$ cat config.mk
export PLATFORM = sky130hd
export DESIGN_NAME = audio_gain_fade_ramp_top
export DESIGN_NICKNAME = d
export VERILOG_FILES = /design/src/rtl/agfr_pkg.sv /design/src/rtl/agfr_front.sv /design/src/rtl/agfr_div.sv /design/src/rtl/agfr_core.sv /design/src/rtl/audio_gain_fade_ramp_top.sv
export SDC_FILE = /design/constraint.sdc
export NUM_CORES = 2
export LEC_CHECK = 0
export BUFFER_PORTS_ARGS = -buffer_cell sky130_fd_sc_hd__buf_2
export CORE_ASPECT_RATIO = 1.2
export CORE_UTILIZATION = 69
export CTS_CLUSTER_DIAMETER = 150
export DETAILED_ROUTE_END_ITERATION = 7
export PLACE_DENSITY_LB_ADDON = 0.05
export SLEW_MARGIN = 20
export SYNTH_ARGS = -nofsm -noshare
export SYNTH_HDL_FRONTEND = slang
export SYNTH_SLANG_ARGS = --single-unit
export TNS_END_PERCENT = 10
$ cat constraint.sdc
create_clock -name clk -period 18.15 [get_ports clk]
set_clock_uncertainty 0.1 [all_clocks]
set_input_delay 0.9075 -clock clk [delete_from_list [all_inputs] [get_ports clk]]
set_output_delay 0.9075 -clock clk [all_outputs]
set_load 0.01 [all_outputs]
$ cat src/rtl/agfr_pkg.sv
// shared types and constants for the audio gain fade ramp block
`default_nettype none

package agfr_pkg;

    localparam int SAMPLE_W    = 16;
    localparam int TGT_W       = 16;
    localparam int MS_W        = 16;
    localparam int FPM_W       = 8;
    localparam int FRAMES_W    = 24;
    localparam int DIVISOR_W   = 16;
    localparam int QUEUE_DEPTH = 2;

    localparam logic [FPM_W-1:0] FPM_RESET = 8'd48;

    typedef enum logic [1:0] {
        OP_SAMPLE = 2'd0,
        OP_FADE   = 2'd1,
        OP_STOP   = 2'd2,
        OP_START  = 2'd3
    } op_t;

    typedef struct packed {
        op_t                        op;
        logic signed [SAMPLE_W-1:0] sample;
        logic                       frame_adv;
        logic [TGT_W-1:0]           target;
        logic                       fade_kind;
        logic [MS_W-1:0]            fade_ms;
    } item_t;

    typedef enum logic [3:0] {
        ST_IDLE,
        ST_DECODE,
        ST_SCALE,
        ST_SCALE_WAIT,
        ST_CNT,
        ST_CNT_WAIT,
        ST_OFS_MUL,
        ST_OFS_DIV,
        ST_OFS_WAIT,
        ST_EMIT
    } state_t;

endpackage

`default_nettype wire

$ cat src/rtl/agfr_front.sv
// input side: accepts transfers, classifies them and queues them for the core
`default_nettype none

module agfr_front
    import agfr_pkg::*;
(
    input  wire logic                       clk,
    input  wire logic                       rst_n,
    input  wire logic                       in_valid,
    output logic                            in_stall,
    input  wire logic [1:0]                 cmd,
    input  wire logic signed [SAMPLE_W-1:0] sample,
    input  wire logic                       frame_end,
    input  wire logic [TGT_W-1:0]           target_level,
    input  wire logic                       fade_kind,
    input  wire logic [MS_W-1:0]            fade_ms,
    output logic                            item_valid,
    output item_t                           item,
    input  wire logic                       pop
);

    localparam int PTR_W = (QUEUE_DEPTH > 1) ? $clog2(QUEUE_DEPTH) : 1;
    localparam int CNT_W = $clog2(QUEUE_DEPTH + 1);

    item_t            queue_reg [QUEUE_DEPTH];
    logic [PTR_W-1:0] wr_ptr_reg;
    logic [PTR_W-1:0] wr_ptr_next;
    logic [PTR_W-1:0] rd_ptr_reg;
    logic [PTR_W-1:0] rd_ptr_next;
    logic [CNT_W-1:0] count_reg;
    logic [CNT_W-1:0] count_next;
    logic             push;
    item_t            new_item;

    assign in_stall   = (count_reg == CNT_W'(QUEUE_DEPTH));
    assign push       = in_valid && !in_stall;
    assign item_valid = (count_reg != '0);
    assign item       = queue_reg[rd_ptr_reg];

    // classify
    always_comb
    begin
        new_item.op        = op_t'(cmd);
        new_item.sample    = sample;
        new_item.frame_adv = (op_t'(cmd) == OP_SAMPLE) && frame_end;
        new_item.target    = target_level;
        new_item.fade_kind = fade_kind;
        new_item.fade_ms   = fade_ms;
    end

    always_comb
    begin
        wr_ptr_next = wr_ptr_reg;
        rd_ptr_next = rd_ptr_reg;
        count_next  = count_reg;
        if (push)
        begin
            wr_ptr_next = (wr_ptr_reg == PTR_W'(QUEUE_DEPTH - 1)) ? '0 : wr_ptr_reg + 1'b1;
        end
        if (pop)
        begin
            rd_ptr_next = (rd_ptr_reg == PTR_W'(QUEUE_DEPTH - 1)) ? '0 : rd_ptr_reg + 1'b1;
        end
        if (push && !pop)
        begin
            count_next = count_reg + 1'b1;
        end
        else if (pop && !push)
        begin
            count_next = count_reg - 1'b1;
        end
    end

    always_ff @(posedge clk or negedge rst_n)
    begin
        if (!rst_n)
        begin
            wr_ptr_reg <= '0;
            rd_ptr_reg <= '0;
            count_reg  <= '0;
        end
        else
        begin
            wr_ptr_reg <= wr_ptr_next;
            rd_ptr_reg <= rd_ptr_next;
            count_reg  <= count_next;
        end
    end

    always_ff @(posedge clk)
    begin
        if (push)
        begin
            queue_reg[wr_ptr_reg] <= new_item;
        end
    end

    a_count_bound: assert property (@(posedge clk) disable iff (!rst_n)
        count_reg <= CNT_W'(QUEUE_DEPTH))
        else $error("queue count above depth");

    a_pop_nonempty: assert property (@(posedge clk) disable iff (!rst_n)
        pop |-> count_reg != '0)
        else $error("pop from empty queue");

    a_push_grows: assert property (@(posedge clk) disable iff (!rst_n)
        push && !pop |=> count_reg == CNT_W'($past(count_reg) + 1'b1))
        else $error("queue count did not grow on push");

endmodule

`default_nettype wire

$ cat src/rtl/agfr_div.sv
// unsigned restoring divider, one quotient bit per cycle
`default_nettype none

module agfr_div #(
    parameter int DVD_W = 27,
    parameter int DSR_W = 16
) (
    input  wire logic             clk,
    input  wire logic             rst_n,
    input  wire logic             start,
    input  wire logic [DVD_W-1:0] dividend,
    input  wire logic [DSR_W-1:0] divisor,
    output logic                  done,
    output logic [DVD_W-1:0]      quotient
);

    localparam int CNT_W = $clog2(DVD_W + 1);

    logic [DVD_W-1:0] quo_reg;
    logic [DVD_W-1:0] quo_next;
    logic [DSR_W-1:0] rem_reg;
    logic [DSR_W-1:0] rem_next;
    logic [DSR_W-1:0] dsr_reg;
    logic [DSR_W-1:0] dsr_next;
    logic [CNT_W-1:0] cnt_reg;
    logic [CNT_W-1:0] cnt_next;
    logic             busy_reg;
    logic             busy_next;
    logic             done_reg;
    logic             done_next;
    logic [DSR_W:0]   rem_sh;
    logic [DSR_W:0]   trial;

    assign rem_sh   = {rem_reg, quo_reg[DVD_W-1]};
    assign trial    = rem_sh - {1'b0, dsr_reg};
    assign done     = done_reg;
    assign quotient = quo_reg;

    always_comb
    begin
        quo_next  = quo_reg;
        rem_next  = rem_reg;
        dsr_next  = dsr_reg;
        cnt_next  = cnt_reg;
        busy_next = busy_reg;
        done_next = 1'b0;
        if (start)
        begin
            quo_next  = dividend;
            rem_next  = '0;
            dsr_next  = divisor;
            cnt_next  = CNT_W'(DVD_W);
            busy_next = 1'b1;
        end
        else if (busy_reg)
        begin
            if (!trial[DSR_W])
            begin
                rem_next = trial[DSR_W-1:0];
                quo_next = {quo_reg[DVD_W-2:0], 1'b1};
            end
            else
            begin
                rem_next = rem_sh[DSR_W-1:0];
                quo_next = {quo_reg[DVD_W-2:0], 1'b0};
            end
            cnt_next = cnt_reg - 1'b1;
            if (cnt_reg == CNT_W'(1))
            begin
                busy_next = 1'b0;
                done_next = 1'b1;
            end
        end
    end

    always_ff @(posedge clk or negedge rst_n)
    begin
        if (!rst_n)
        begin
            cnt_reg  <= '0;
            busy_reg <= 1'b0;
            done_reg <= 1'b0;
        end
        else
        begin
            cnt_reg  <= cnt_next;
            busy_reg <= busy_next;
            done_reg <= done_next;
        end
    end

    always_ff @(posedge clk)
    begin
        quo_reg <= quo_next;
        rem_reg <= rem_next;
        dsr_reg <= dsr_next;
    end

    a_start_idle: assert property (@(posedge clk) disable iff (!rst_n)
        start |-> !busy_reg)
        else $error("divider started while busy");

    a_last_step: assert property (@(posedge clk) disable iff (!rst_n)
        busy_reg && !start && cnt_reg == CNT_W'(1) |=> done_reg && !busy_reg)
        else $error("divider did not finish after last step");

    a_done_pulse: assert property (@(posedge clk) disable iff (!rst_n)
        done_reg |=> !done_reg)
        else $error("divider done held longer than one cycle");

endmodule

`default_nettype wire

$ cat src/rtl/agfr_core.sv
// back end: track state, sample scaling and linear fade sequencer
`default_nettype none

module agfr_core
    import agfr_pkg::*;
#(
    parameter int UNIT_GAIN = 256,
    parameter int MAX_GAIN  = 1024,
    parameter int LW        = 11
) (
    input  wire logic                clk,
    input  wire logic                rst_n,
    input  wire logic                cfg_wen,
    input  wire logic [FPM_W-1:0]    cfg_wdata,
    input  wire logic                item_valid,
    input  wire item_t               item,
    output logic                     pop,
    output logic                     out_valid,
    input  wire logic                out_stall,
    output logic                     accepted,
    output logic signed [SAMPLE_W-1:0] sample_out,
    output logic [LW-1:0]            current_level,
    output logic                     running
);

    localparam int PROD_W = LW + 18;
    localparam int DVD_W  = (LW + 16 > FRAMES_W) ? LW + 16 : FRAMES_W;
    // reciprocal of the unit gain, exact for magnitudes below 2**SCL_N
    localparam int SCL_N  = LW + 15;
    localparam int SCL_L  = $clog2(UNIT_GAIN);
    localparam int SCL_W  = 2 * SCL_N + 1;
    localparam logic [63:0] SCL_RECIP =
        ((64'd1 << (SCL_N + SCL_L)) + 64'(UNIT_GAIN) - 64'd1) / 64'(UNIT_GAIN);

    state_t                state_reg;
    state_t                state_next;
    logic                  playing_reg;
    logic                  playing_next;
    logic                  stopping_reg;
    logic                  stopping_next;
    logic                  fading_reg;
    logic                  fading_next;
    logic [LW-1:0]         level_now_reg;
    logic [LW-1:0]         level_now_next;
    logic [LW-1:0]         level_start_reg;
    logic [LW-1:0]         level_start_next;
    logic [LW-1:0]         level_goal_reg;
    logic [LW-1:0]         level_goal_next;
    logic [MS_W-1:0]       len_ms_reg;
    logic [MS_W-1:0]       len_ms_next;
    logic [FRAMES_W-1:0]   len_frames_reg;
    logic [FRAMES_W-1:0]   len_frames_next;
    logic [FRAMES_W-1:0]   count_reg;
    logic [FRAMES_W-1:0]   count_next;
    logic [FPM_W-1:0]      fpm_reg;
    logic                  out_valid_reg;
    logic                  out_valid_next;

    item_t                 item_reg;
    logic signed [PROD_W-1:0] prod_reg;
    logic signed [PROD_W-1:0] prod_next;
    logic [SCL_W-1:0]      scl_reg;
    logic [SCL_W-1:0]      scl_next;
    logic [MS_W-1:0]       elapsed_reg;
    logic [MS_W-1:0]       elapsed_next;
    logic                  res_acc_reg;
    logic                  res_acc_next;
    logic [SAMPLE_W-1:0]   res_sout_reg;
    logic [SAMPLE_W-1:0]   res_sout_next;
    logic                  out_acc_reg;
    logic [SAMPLE_W-1:0]   out_sout_reg;
    logic [LW-1:0]         out_level_reg;
    logic                  out_run_reg;

    logic                  div_start;
    logic [DVD_W-1:0]      div_dividend;
    logic [DIVISOR_W-1:0]  div_divisor;
    logic                  div_done;
    logic [DVD_W-1:0]      div_quo;
    logic                  emit;

    logic [FPM_W-1:0]      fpm_eff;
    logic [PROD_W-1:0]     prod_mag;
    logic [SCL_W-1:0]      scl_quo;
    logic signed [16:0]    mul_x;
    logic signed [LW:0]    mul_y;
    logic signed [PROD_W-1:0] mul_p;
    logic signed [LW:0]    diff;
    logic [LW-1:0]         tgt_sat;
    logic [LW-1:0]         arm_tgt;
    logic [LW-1:0]         arm_base;
    logic [LW-1:0]         fin_level;

    assign fpm_eff  = (fpm_reg == '0) ? FPM_W'(1) : fpm_reg;
    assign prod_mag = prod_reg[PROD_W-1] ? PROD_W'(-prod_reg) : PROD_W'(prod_reg);
    assign scl_quo  = scl_reg >> (SCL_N + SCL_L);
    assign diff     = $signed({1'b0, level_goal_reg}) - $signed({1'b0, level_start_reg});
    assign tgt_sat  = ({1'b0, item_reg.target} > 17'(MAX_GAIN)) ? LW'(MAX_GAIN)
                                                                  : item_reg.target[LW-1:0];
    assign arm_tgt  = (item_reg.op == OP_STOP) ? '0 : tgt_sat;
    assign arm_base = (item_reg.op == OP_START) ? '0 : level_now_reg;
    assign fin_level = stopping_reg ? '0 : level_goal_reg;

    // one shared multiplier: sample by level, or level span by elapsed time
    always_comb
    begin
        if (state_reg == ST_OFS_MUL)
        begin
            mul_x = $signed({1'b0, elapsed_reg});
            mul_y = diff;
        end
        else
        begin
            mul_x = 17'(item_reg.sample);
            mul_y = $signed({1'b0, level_now_reg});
        end
    end

    assign mul_p = PROD_W'(mul_x) * PROD_W'(mul_y);

    agfr_div #(
        .DVD_W (DVD_W),
        .DSR_W (DIVISOR_W)
    ) u_div (
        .clk      (clk),
        .rst_n    (rst_n),
        .start    (div_start),
        .dividend (div_dividend),
        .divisor  (div_divisor),
        .done     (div_done),
        .quotient (div_quo)
    );

    // next state
    always_comb
    begin
        state_next = state_reg;
        case (state_reg)
            ST_IDLE:
            begin
                if (item_valid)
                begin
                    state_next = ST_DECODE;
                end
            end
            ST_DECODE:
            begin
                if (item_reg.op == OP_SAMPLE && playing_reg)
                begin
                    state_next = ST_SCALE;
                end
                else
                begin
                    state_next = ST_EMIT;
                end
            end
            ST_SCALE:
            begin
                state_next = ST_SCALE_WAIT;
            end
            ST_SCALE_WAIT:
            begin
                if (item_reg.frame_adv && fading_reg && count_reg != len_frames_reg)
                begin
                    state_next = ST_CNT;
                end
                else
                begin
                    state_next = ST_EMIT;
                end
            end
            ST_CNT:
            begin
                state_next = ST_CNT_WAIT;
            end
            ST_CNT_WAIT:
            begin
                if (div_done)
                begin
                    state_next = (len_ms_reg == '0) ? ST_EMIT : ST_OFS_MUL;
                end
            end
            ST_OFS_MUL:
            begin
                state_next = ST_OFS_DIV;
            end
            ST_OFS_DIV:
            begin
                state_next = ST_OFS_WAIT;
            end
            ST_OFS_WAIT:
            begin
                if (div_done)
                begin
                    state_next = ST_EMIT;
                end
            end
            ST_EMIT:
            begin
                if (emit)
                begin
                    state_next = ST_IDLE;
                end
            end
            default:
            begin
                state_next = ST_IDLE;
            end
        endcase
    end

    // state outputs
    always_comb
    begin
        pop          = 1'b0;
        div_start    = 1'b0;
        div_dividend = DVD_W'(prod_mag);
        div_divisor  = len_ms_reg;
        emit         = 1'b0;
        case (state_reg)
            ST_IDLE:
            begin
                pop = item_valid;
            end
            ST_CNT:
            begin
                div_start    = 1'b1;
                div_dividend = DVD_W'(count_reg);
                div_divisor  = DIVISOR_W'(fpm_eff);
            end
            ST_OFS_DIV:
            begin
                div_start   = 1'b1;
                div_divisor = len_ms_reg;
            end
            ST_EMIT:
            begin
                emit = !out_valid_reg || !out_stall;
            end
            default:
            begin
                pop = 1'b0;
            end
        endcase
    end

    // datapath
    always_comb
    begin
        playing_next     = playing_reg;
        stopping_next    = stopping_reg;
        fading_next      = fading_reg;
        level_now_next   = level_now_reg;
        level_start_next = level_start_reg;
        level_goal_next  = level_goal_reg;
        len_ms_next      = len_ms_reg;
        len_frames_next  = len_frames_reg;
        count_next       = count_reg;
        prod_next        = prod_reg;
        scl_next         = scl_reg;
        elapsed_next     = elapsed_reg;
        res_acc_next     = res_acc_reg;
        res_sout_next    = res_sout_reg;
        case (state_reg)
            ST_DECODE:
            begin
                res_sout_next = '0;
                res_acc_next  = (item_reg.op == OP_START) || playing_reg;
                if (item_reg.op == OP_SAMPLE)
                begin
                    prod_next = mul_p;
                end
                else if (playing_reg || item_reg.op == OP_START)
                begin
                    fading_next = item_reg.fade_kind;
                    count_next  = '0;
                    if (item_reg.fade_kind)
                    begin
                        len_ms_next      = item_reg.fade_ms;
                        len_frames_next  = FRAMES_W'(item_reg.fade_ms) * FRAMES_W'(fpm_eff);
                        level_start_next = arm_base;
                        level_now_next   = arm_base;
                        level_goal_next  = arm_tgt;
                    end
                    else
                    begin
                        len_ms_next      = '0;
                        len_frames_next  = '0;
                        level_start_next = arm_tgt;
                        level_now_next   = arm_tgt;
                        level_goal_next  = arm_tgt;
                    end
                    if (item_reg.op == OP_STOP)
                    begin
                        stopping_next = item_reg.fade_kind;
                        playing_next  = item_reg.fade_kind;
                    end
                    if (item_reg.op == OP_START)
                    begin
                        stopping_next = 1'b0;
                        playing_next  = 1'b1;
                    end
                end
            end
            ST_SCALE:
            begin
                // divide by the unit gain as a multiply by its reciprocal
                scl_next = SCL_W'(prod_mag[SCL_N-1:0]) * SCL_W'(SCL_RECIP[SCL_N:0]);
            end
            ST_SCALE_WAIT:
            begin
                res_sout_next = prod_reg[PROD_W-1] ? SAMPLE_W'(0) - scl_quo[SAMPLE_W-1:0]
                                                   : scl_quo[SAMPLE_W-1:0];
                if (item_reg.frame_adv && fading_reg)
                begin
                    if (count_reg == len_frames_reg)
                    begin
                        // fade finished, a pending stop ends the track
                        fading_next      = 1'b0;
                        count_next       = '0;
                        len_ms_next      = '0;
                        len_frames_next  = '0;
                        level_start_next = fin_level;
                        level_now_next   = fin_level;
                        level_goal_next  = fin_level;
                        if (stopping_reg)
                        begin
                            stopping_next = 1'b0;
                            playing_next  = 1'b0;
                        end
                    end
                    else
                    begin
                        count_next = count_reg + 1'b1;
                    end
                end
            end
            ST_CNT_WAIT:
            begin
                if (div_done)
                begin
                    elapsed_next = (div_quo > DVD_W'(len_ms_reg)) ? len_ms_reg
                                                                  : div_quo[MS_W-1:0];
                end
            end
            ST_OFS_MUL:
            begin
                prod_next = mul_p;
            end
            ST_OFS_WAIT:
            begin
                if (div_done)
                begin
                    level_now_next = prod_reg[PROD_W-1] ? level_start_reg - div_quo[LW-1:0]
                                                        : level_start_reg + div_quo[LW-1:0];
                end
            end
            default:
            begin
                res_acc_next = res_acc_reg;
            end
        endcase
    end

    assign out_valid_next = (out_valid_reg && out_stall) || emit;

    always_ff @(posedge clk or negedge rst_n)
    begin
        if (!rst_n)
        begin
            state_reg       <= ST_IDLE;
            playing_reg     <= 1'b0;
            stopping_reg    <= 1'b0;
            fading_reg      <= 1'b0;
            level_now_reg   <= '0;
            level_start_reg <= '0;
            level_goal_reg  <= '0;
            len_ms_reg      <= '0;
            len_frames_reg  <= '0;
            count_reg       <= '0;
            fpm_reg         <= FPM_RESET;
            out_valid_reg   <= 1'b0;
        end
        else
        begin
            state_reg       <= state_next;
            playing_reg     <= playing_next;
            stopping_reg    <= stopping_next;
            fading_reg      <= fading_next;
            level_now_reg   <= level_now_next;
            level_start_reg <= level_start_next;
            level_goal_reg  <= level_goal_next;
            len_ms_reg      <= len_ms_next;
            len_frames_reg  <= len_frames_next;
            count_reg       <= count_next;
            out_valid_reg   <= out_valid_next;
            if (cfg_wen)
            begin
                fpm_reg <= cfg_wdata;
            end
        end
    end

    always_ff @(posedge clk)
    begin
        if (pop)
        begin
            item_reg <= item;
        end
        prod_reg     <= prod_next;
        scl_reg      <= scl_next;
        elapsed_reg  <= elapsed_next;
        res_acc_reg  <= res_acc_next;
        res_sout_reg <= res_sout_next;
        if (emit)
        begin
            out_acc_reg   <= res_acc_reg;
            out_sout_reg  <= res_sout_reg;
            out_level_reg <= level_now_reg;
            out_run_reg   <= playing_reg;
        end
    end

    assign out_valid     = out_valid_reg;
    assign accepted      = out_acc_reg;
    assign sample_out    = $signed(out_sout_reg);
    assign current_level = out_level_reg;
    assign running       = out_run_reg;

    a_fade_needs_play: assert property (@(posedge clk) disable iff (!rst_n)
        fading_reg |-> playing_reg)
        else $error("fade active while track stopped");

    a_stop_needs_play: assert property (@(posedge clk) disable iff (!rst_n)
        stopping_reg |-> playing_reg)
        else $error("stop pending while track stopped");

    a_level_bound: assert property (@(posedge clk) disable iff (!rst_n)
        level_now_reg <= LW'(MAX_GAIN))
        else $error("level above maximum");

    a_count_bound: assert property (@(posedge clk) disable iff (!rst_n)
        count_reg <= len_frames_reg)
        else $error("frame count past fade length");

endmodule

`default_nettype wire

$ cat src/rtl/audio_gain_fade_ramp_top.sv
// top level of the audio gain fade ramp block
// Scales signed 16-bit PCM samples by level / UNIT_GAIN (truncated toward zero, wrapped
// to 16 bits) while a track plays, and runs a linear fade that advances on each
// frame-end sample. A two-entry input queue takes transfers while the core works on one
// item at a time; one result is returned per item. The division by UNIT_GAIN is done as
// a multiply by its reciprocal. A frame-end sample during a fade adds two passes of a
// shared divider with a dividend of DVD_W = max(level width + 16, 24) bits that produces
// one quotient bit per cycle (frames to ms, then the level interpolation). A stalled
// result holds the core until it is taken. frames_per_ms is written through cfg_wen /
// cfg_wdata.
`default_nettype none

module audio_gain_fade_ramp_top
    import agfr_pkg::*;
#(
    parameter int UNIT_GAIN = 256,
    parameter int MAX_GAIN  = 1024
) (
    input  wire logic                       clk,
    input  wire logic                       rst_n,
    input  wire logic                       cfg_wen,
    input  wire logic [FPM_W-1:0]           cfg_wdata,
    input  wire logic                       in_valid,
    output logic                            in_stall,
    input  wire logic [1:0]                 cmd,
    input  wire logic signed [SAMPLE_W-1:0] sample,
    input  wire logic                       frame_end,
    input  wire logic [TGT_W-1:0]           target_level,
    input  wire logic                       fade_kind,
    input  wire logic [MS_W-1:0]            fade_ms,
    output logic                            out_valid,
    input  wire logic                       out_stall,
    output logic                            accepted,
    output logic signed [SAMPLE_W-1:0]      sample_out,
    output logic [$clog2(MAX_GAIN + 1)-1:0] current_level,
    output logic                            running
);

    localparam int LW = $clog2(MAX_GAIN + 1);

    logic  item_valid;
    item_t item;
    logic  pop;

    agfr_front u_front (
        .clk          (clk),
        .rst_n        (rst_n),
        .in_valid     (in_valid),
        .in_stall     (in_stall),
        .cmd          (cmd),
        .sample       (sample),
        .frame_end    (frame_end),
        .target_level (target_level),
        .fade_kind    (fade_kind),
        .fade_ms      (fade_ms),
        .item_valid   (item_valid),
        .item         (item),
        .pop          (pop)
    );

    agfr_core #(
        .UNIT_GAIN (UNIT_GAIN),
        .MAX_GAIN  (MAX_GAIN),
        .LW        (LW)
    ) u_core (
        .clk           (clk),
        .rst_n         (rst_n),
        .cfg_wen       (cfg_wen),
        .cfg_wdata     (cfg_wdata),
        .item_valid    (item_valid),
        .item          (item),
        .pop           (pop),
        .out_valid     (out_valid),
        .out_stall     (out_stall),
        .accepted      (accepted),
        .sample_out    (sample_out),
        .current_level (current_level),
        .running       (running)
    );

endmodule

`default_nettype wire
==> flow_summary_export.csv <==
group,metric,value,unit
clocking,clkSlewWorstSetupHoldPaths,0.06,ns
drt,dr_total_vias,23050,
sta,period_minus_slack,8.472,ns
synth,yosysUniqueCellTypes,73,
global_routing,gr-total-overflow,0,
setup_path,r2r_start,"u_core.level_goal_reg[0]",
drt,antenna_violating_nets_post_route,0,
placement,finalWeightedCongestion,0.9799,
drt,drt-wirelength-per-cell,21.79,um
setup_path,r2r_cells,31,
drt,via_per_inst,6.211,
sta,timing.final.crit_share,0.4668,
synth,ys_seq_elements,445,
clocking,clk_root_buffer_cell,"sky130_fd_sc_hd__clkbuf_16",
global_routing,largest_net_degree_at_the_start_of_global_routing,76,
cells_and_area,final_net_count,3571,
min_path,hold_class,"input port to asynchronous set/reset pin",
global_routing,wire_length_of_the_first_global_routing_pass,127.5,mm
sta,report.final.hold_viol_count,0,
synth,sequential_fraction_of_the_synthesis_area,0.3955,
floorplan,die_area,46990,um2
setup_path,worstSetupPathType,"flip-flop to flip-flop",
synth,syn-instance-count,3019,
floorplan,die_w,198.0,um
setup_path,critical-path-top-cell-by-count,"sky130_fd_sc_hd__fa_1",
setup_path,critical_path_peak_fanout,16,
drt,route.detailed.drc,0,
setup_path,cpMaxStageDelayCell,"sky130_fd_sc_hd__fa_1",
cells_and_area,area_delta_synth_final,8.339,%
floorplan,start_util,0.7041,
synth,synth_top_cells_by_area,"sky130_fd_sc_hd__edfxtp_1 (29%), sky130_fd_sc_hd__fa_1 (17%), sky130_fd_sc_hd__dfrtp_1 (9.6%), sky130_fd_sc_hd__ha_1 (6.5%), sky130_fd_sc_hd__nand2_1 (4.9%)",
sta,fin_setup_tns,0,ns
synth,post_synth_fa_ha_maj_area_fraction,0.2382,
setup_path,worst_ep_required_time,18.37,ns
cells_and_area,largest_register_ff_count,104,
synth,avgSynthCellArea,10.54,um2
setup_path,worst_r2r_endpoint,"u_core.prod_reg[28]",
global_routing,initial_antenna_violation_count,1,
floorplan,core_area,45200,um2
job,drv.max_cap_violation_count,0,
floorplan,num_rows,85,
setup_path,crit_path_end_kind,"flip-flop",
cells_and_area,final_layout_size_suffix_gt1_frac,0.1006,
floorplan,chipHeight,237.3,um
clocking,cts.sinks,445,
placement,port-buffer-count,95,
setup_path,regToRegSetupSlack,9.68,ns
synth,synth-compound-area-share,0.09582,
clocking,cts_setup_buffers,0,
synth,yosysWarnings,0,
synth,synthesis.area,31820,um2
sta,maxSlewHeadroom,0.2396,
synth,synth-simple-area-share,0.1255,
sta,final-setup-viol-count,0,
placement,estimated_wirelength_of_the_detail_placed_design,59.61,mm
clocking,max-clock-path-buffers,3,
sta,finalMaxSlewViolations,0,
clocking,cts_made_buffers,45,
sta,max_freq,118.0,MHz
drt,drt-initial-drc-count,2110,
sta,tightest_slew,1.138,ns
cells_and_area,layout_common_cells,"sky130_fd_sc_hd__nand2_1 (414), sky130_fd_sc_hd__inv_1 (387), sky130_fd_sc_hd__edfxtp_1 (305), sky130_fd_sc_hd__fa_1 (275), sky130_fd_sc_hd__nor2_1 (168)",
clocking,cts.hold.buffers_added,0,
sta,grt_setup_unrepaired,"false",
global_routing,grt_pass1_vias,23570,
synth,synth-main-ff-cell,"sky130_fd_sc_hd__edfxtp_1",
floorplan,top_level_ports,96,
cells_and_area,final_common_cell,"sky130_fd_sc_hd__nand2_1",
synth,yosysTopAreaCellShare,0.2878,
synth,synth_top_family_by_area,"adder cells",
clocking,insertion_delay,0.59,ns
global_routing,grt.total_usage,0.3563,
setup_path,critical_path.startpoint_type,"flip-flop",
setup_path,largest_incremental_delay_on_the_critical_path,0.56,ns
drt,firstDrtPassIters,6,
clocking,cts_resized,0,
synth,library_cell_with_the_largest_summed_area_after_synthesis,"sky130_fd_sc_hd__edfxtp_1",
cells_and_area,layout.filler_cells,3038,
drt,drt_wl_total,80.87,mm
clocking,htree_levels,2,
synth,count_of_flip_flops_with_a_built_in_enable_after_synthesis,305,
synth,syn-num-nets,3524,
synth,synth_async_sr_flop_share,0.2787,
synth,post_synth_mux_area_share,0.03845,
run_status,outcome,"finished clean",
clocking,tritoncts,"done",
synth,synthXorXnorAreaFrac,0.04596,
setup_path,arrival,8.69,ns
==> cells in the mapped netlist (all sizes together) (15+ instances only) <==
cell type / instances
a21oi: 84
xnor2: 93
o21ai: 140
nor2: 171
nor3: 37
xor2: 74
inv: 388
a31oi: 15
nor2b: 20
or3: 21
ha: 165
o31ai: 17
nor4: 19
a22o: 39
edfxtp: 305
a21o: 36
dfrtp: 122
and3: 25
nand2: 415
mux2i: 30
and2: 73
mux2: 82
nand3: 28
fa: 275
clkbuf: 112
a22oi: 25
nand2b: 26
dfxtp: 16
==> cells by family after synthesis <==
| group | count (synthesis) |
|---|---|
| buffers and inverters | 514 |
| flip-flops | 445 |
| adder cells (fa/ha/maj) | 441 |
| AND/OR/NAND/NOR | 877 |
| multiplexers | 112 |
| AO/OA/AOI/OAI | 463 |
| XOR/XNOR | 167 |
==> worst max-delay path, delay by kind of cell, from the launching register on <==
family                     cells  cell delay (ns)
and+or+nand+nor                5             0.56
xor gates and xnor gates       1             0.13
buffers and inverters          5             0.47
DFF                            1             0.39
adders and majority gates      8             3.58
AOI/OAI and AO/OA             12             2.96
==> per-stage QoR <==
stage	utilization	hold slack [ns]	setup WS [ns]	instance area, um2	instances
floorplan	-	0.3003	10.64	31820	3019
CTS	0.7620	0.2855	9.763	34440	3709
finish	0.7628	0.2717	9.678	34480	3711
global placement	0.7279	0.3021	9.974	32900	3627
global route	0.7627	0.3203	9.245	34470	3710
detailed placement	0.7280	0.3045	9.827	32910	3627
==> final cells by class <==
type,count,area [um2],share of cell area
flip-flops and latches,445,12590,0.3651
repair buffers,126,730.7,0.02119
clock inverters,25,365.4,0.01060
well taps,609,762.0,0.02210
clock buffers,57,1171,0.03397
inverters,388,1458,0.04228
multi-input cells,2060,17400,0.5047
diodes,1,2.502,0.00007258
==> worst max-delay path by stage <==
| stage | startpoint | to | slack, ns | depth (start not counted) |
|---|---|---|---|---|
| finish | u_core.level_goal_reg[0] | u_core.prod_reg[28] | 9.68 | 31 |
| global route | u_core.level_goal_reg[0] | u_core.prod_reg[28] | 9.25 | 31 |
| CTS | u_core.level_goal_reg[0] | u_core.prod_reg[28] | 9.76 | 31 |
| detailed placement | u_core.level_goal_reg[0] | u_core.prod_reg[28] | 9.83 | 31 |
| global placement | u_core.level_goal_reg[0] | u_core.prod_reg[28] | 9.97 | 31 |
| floorplan | u_core.level_goal_reg[0] | u_core.prod_reg[28] | 10.64 | 31 |
==> metal layers <==
layer,vias to the layer above,part of all wire,GRT usage
met1,11520,0.39,0.4676
met2,1045,0.48,0.5812
met5,-,0.00019,0
met3,256,0.081,0.05988
li1,10230,-,-
met4,2,0.052,0.1663
Power is left out: the tool's default activity adds up to more than one toggle a clock period on the data nets, which glitch-free logic cannot reach.
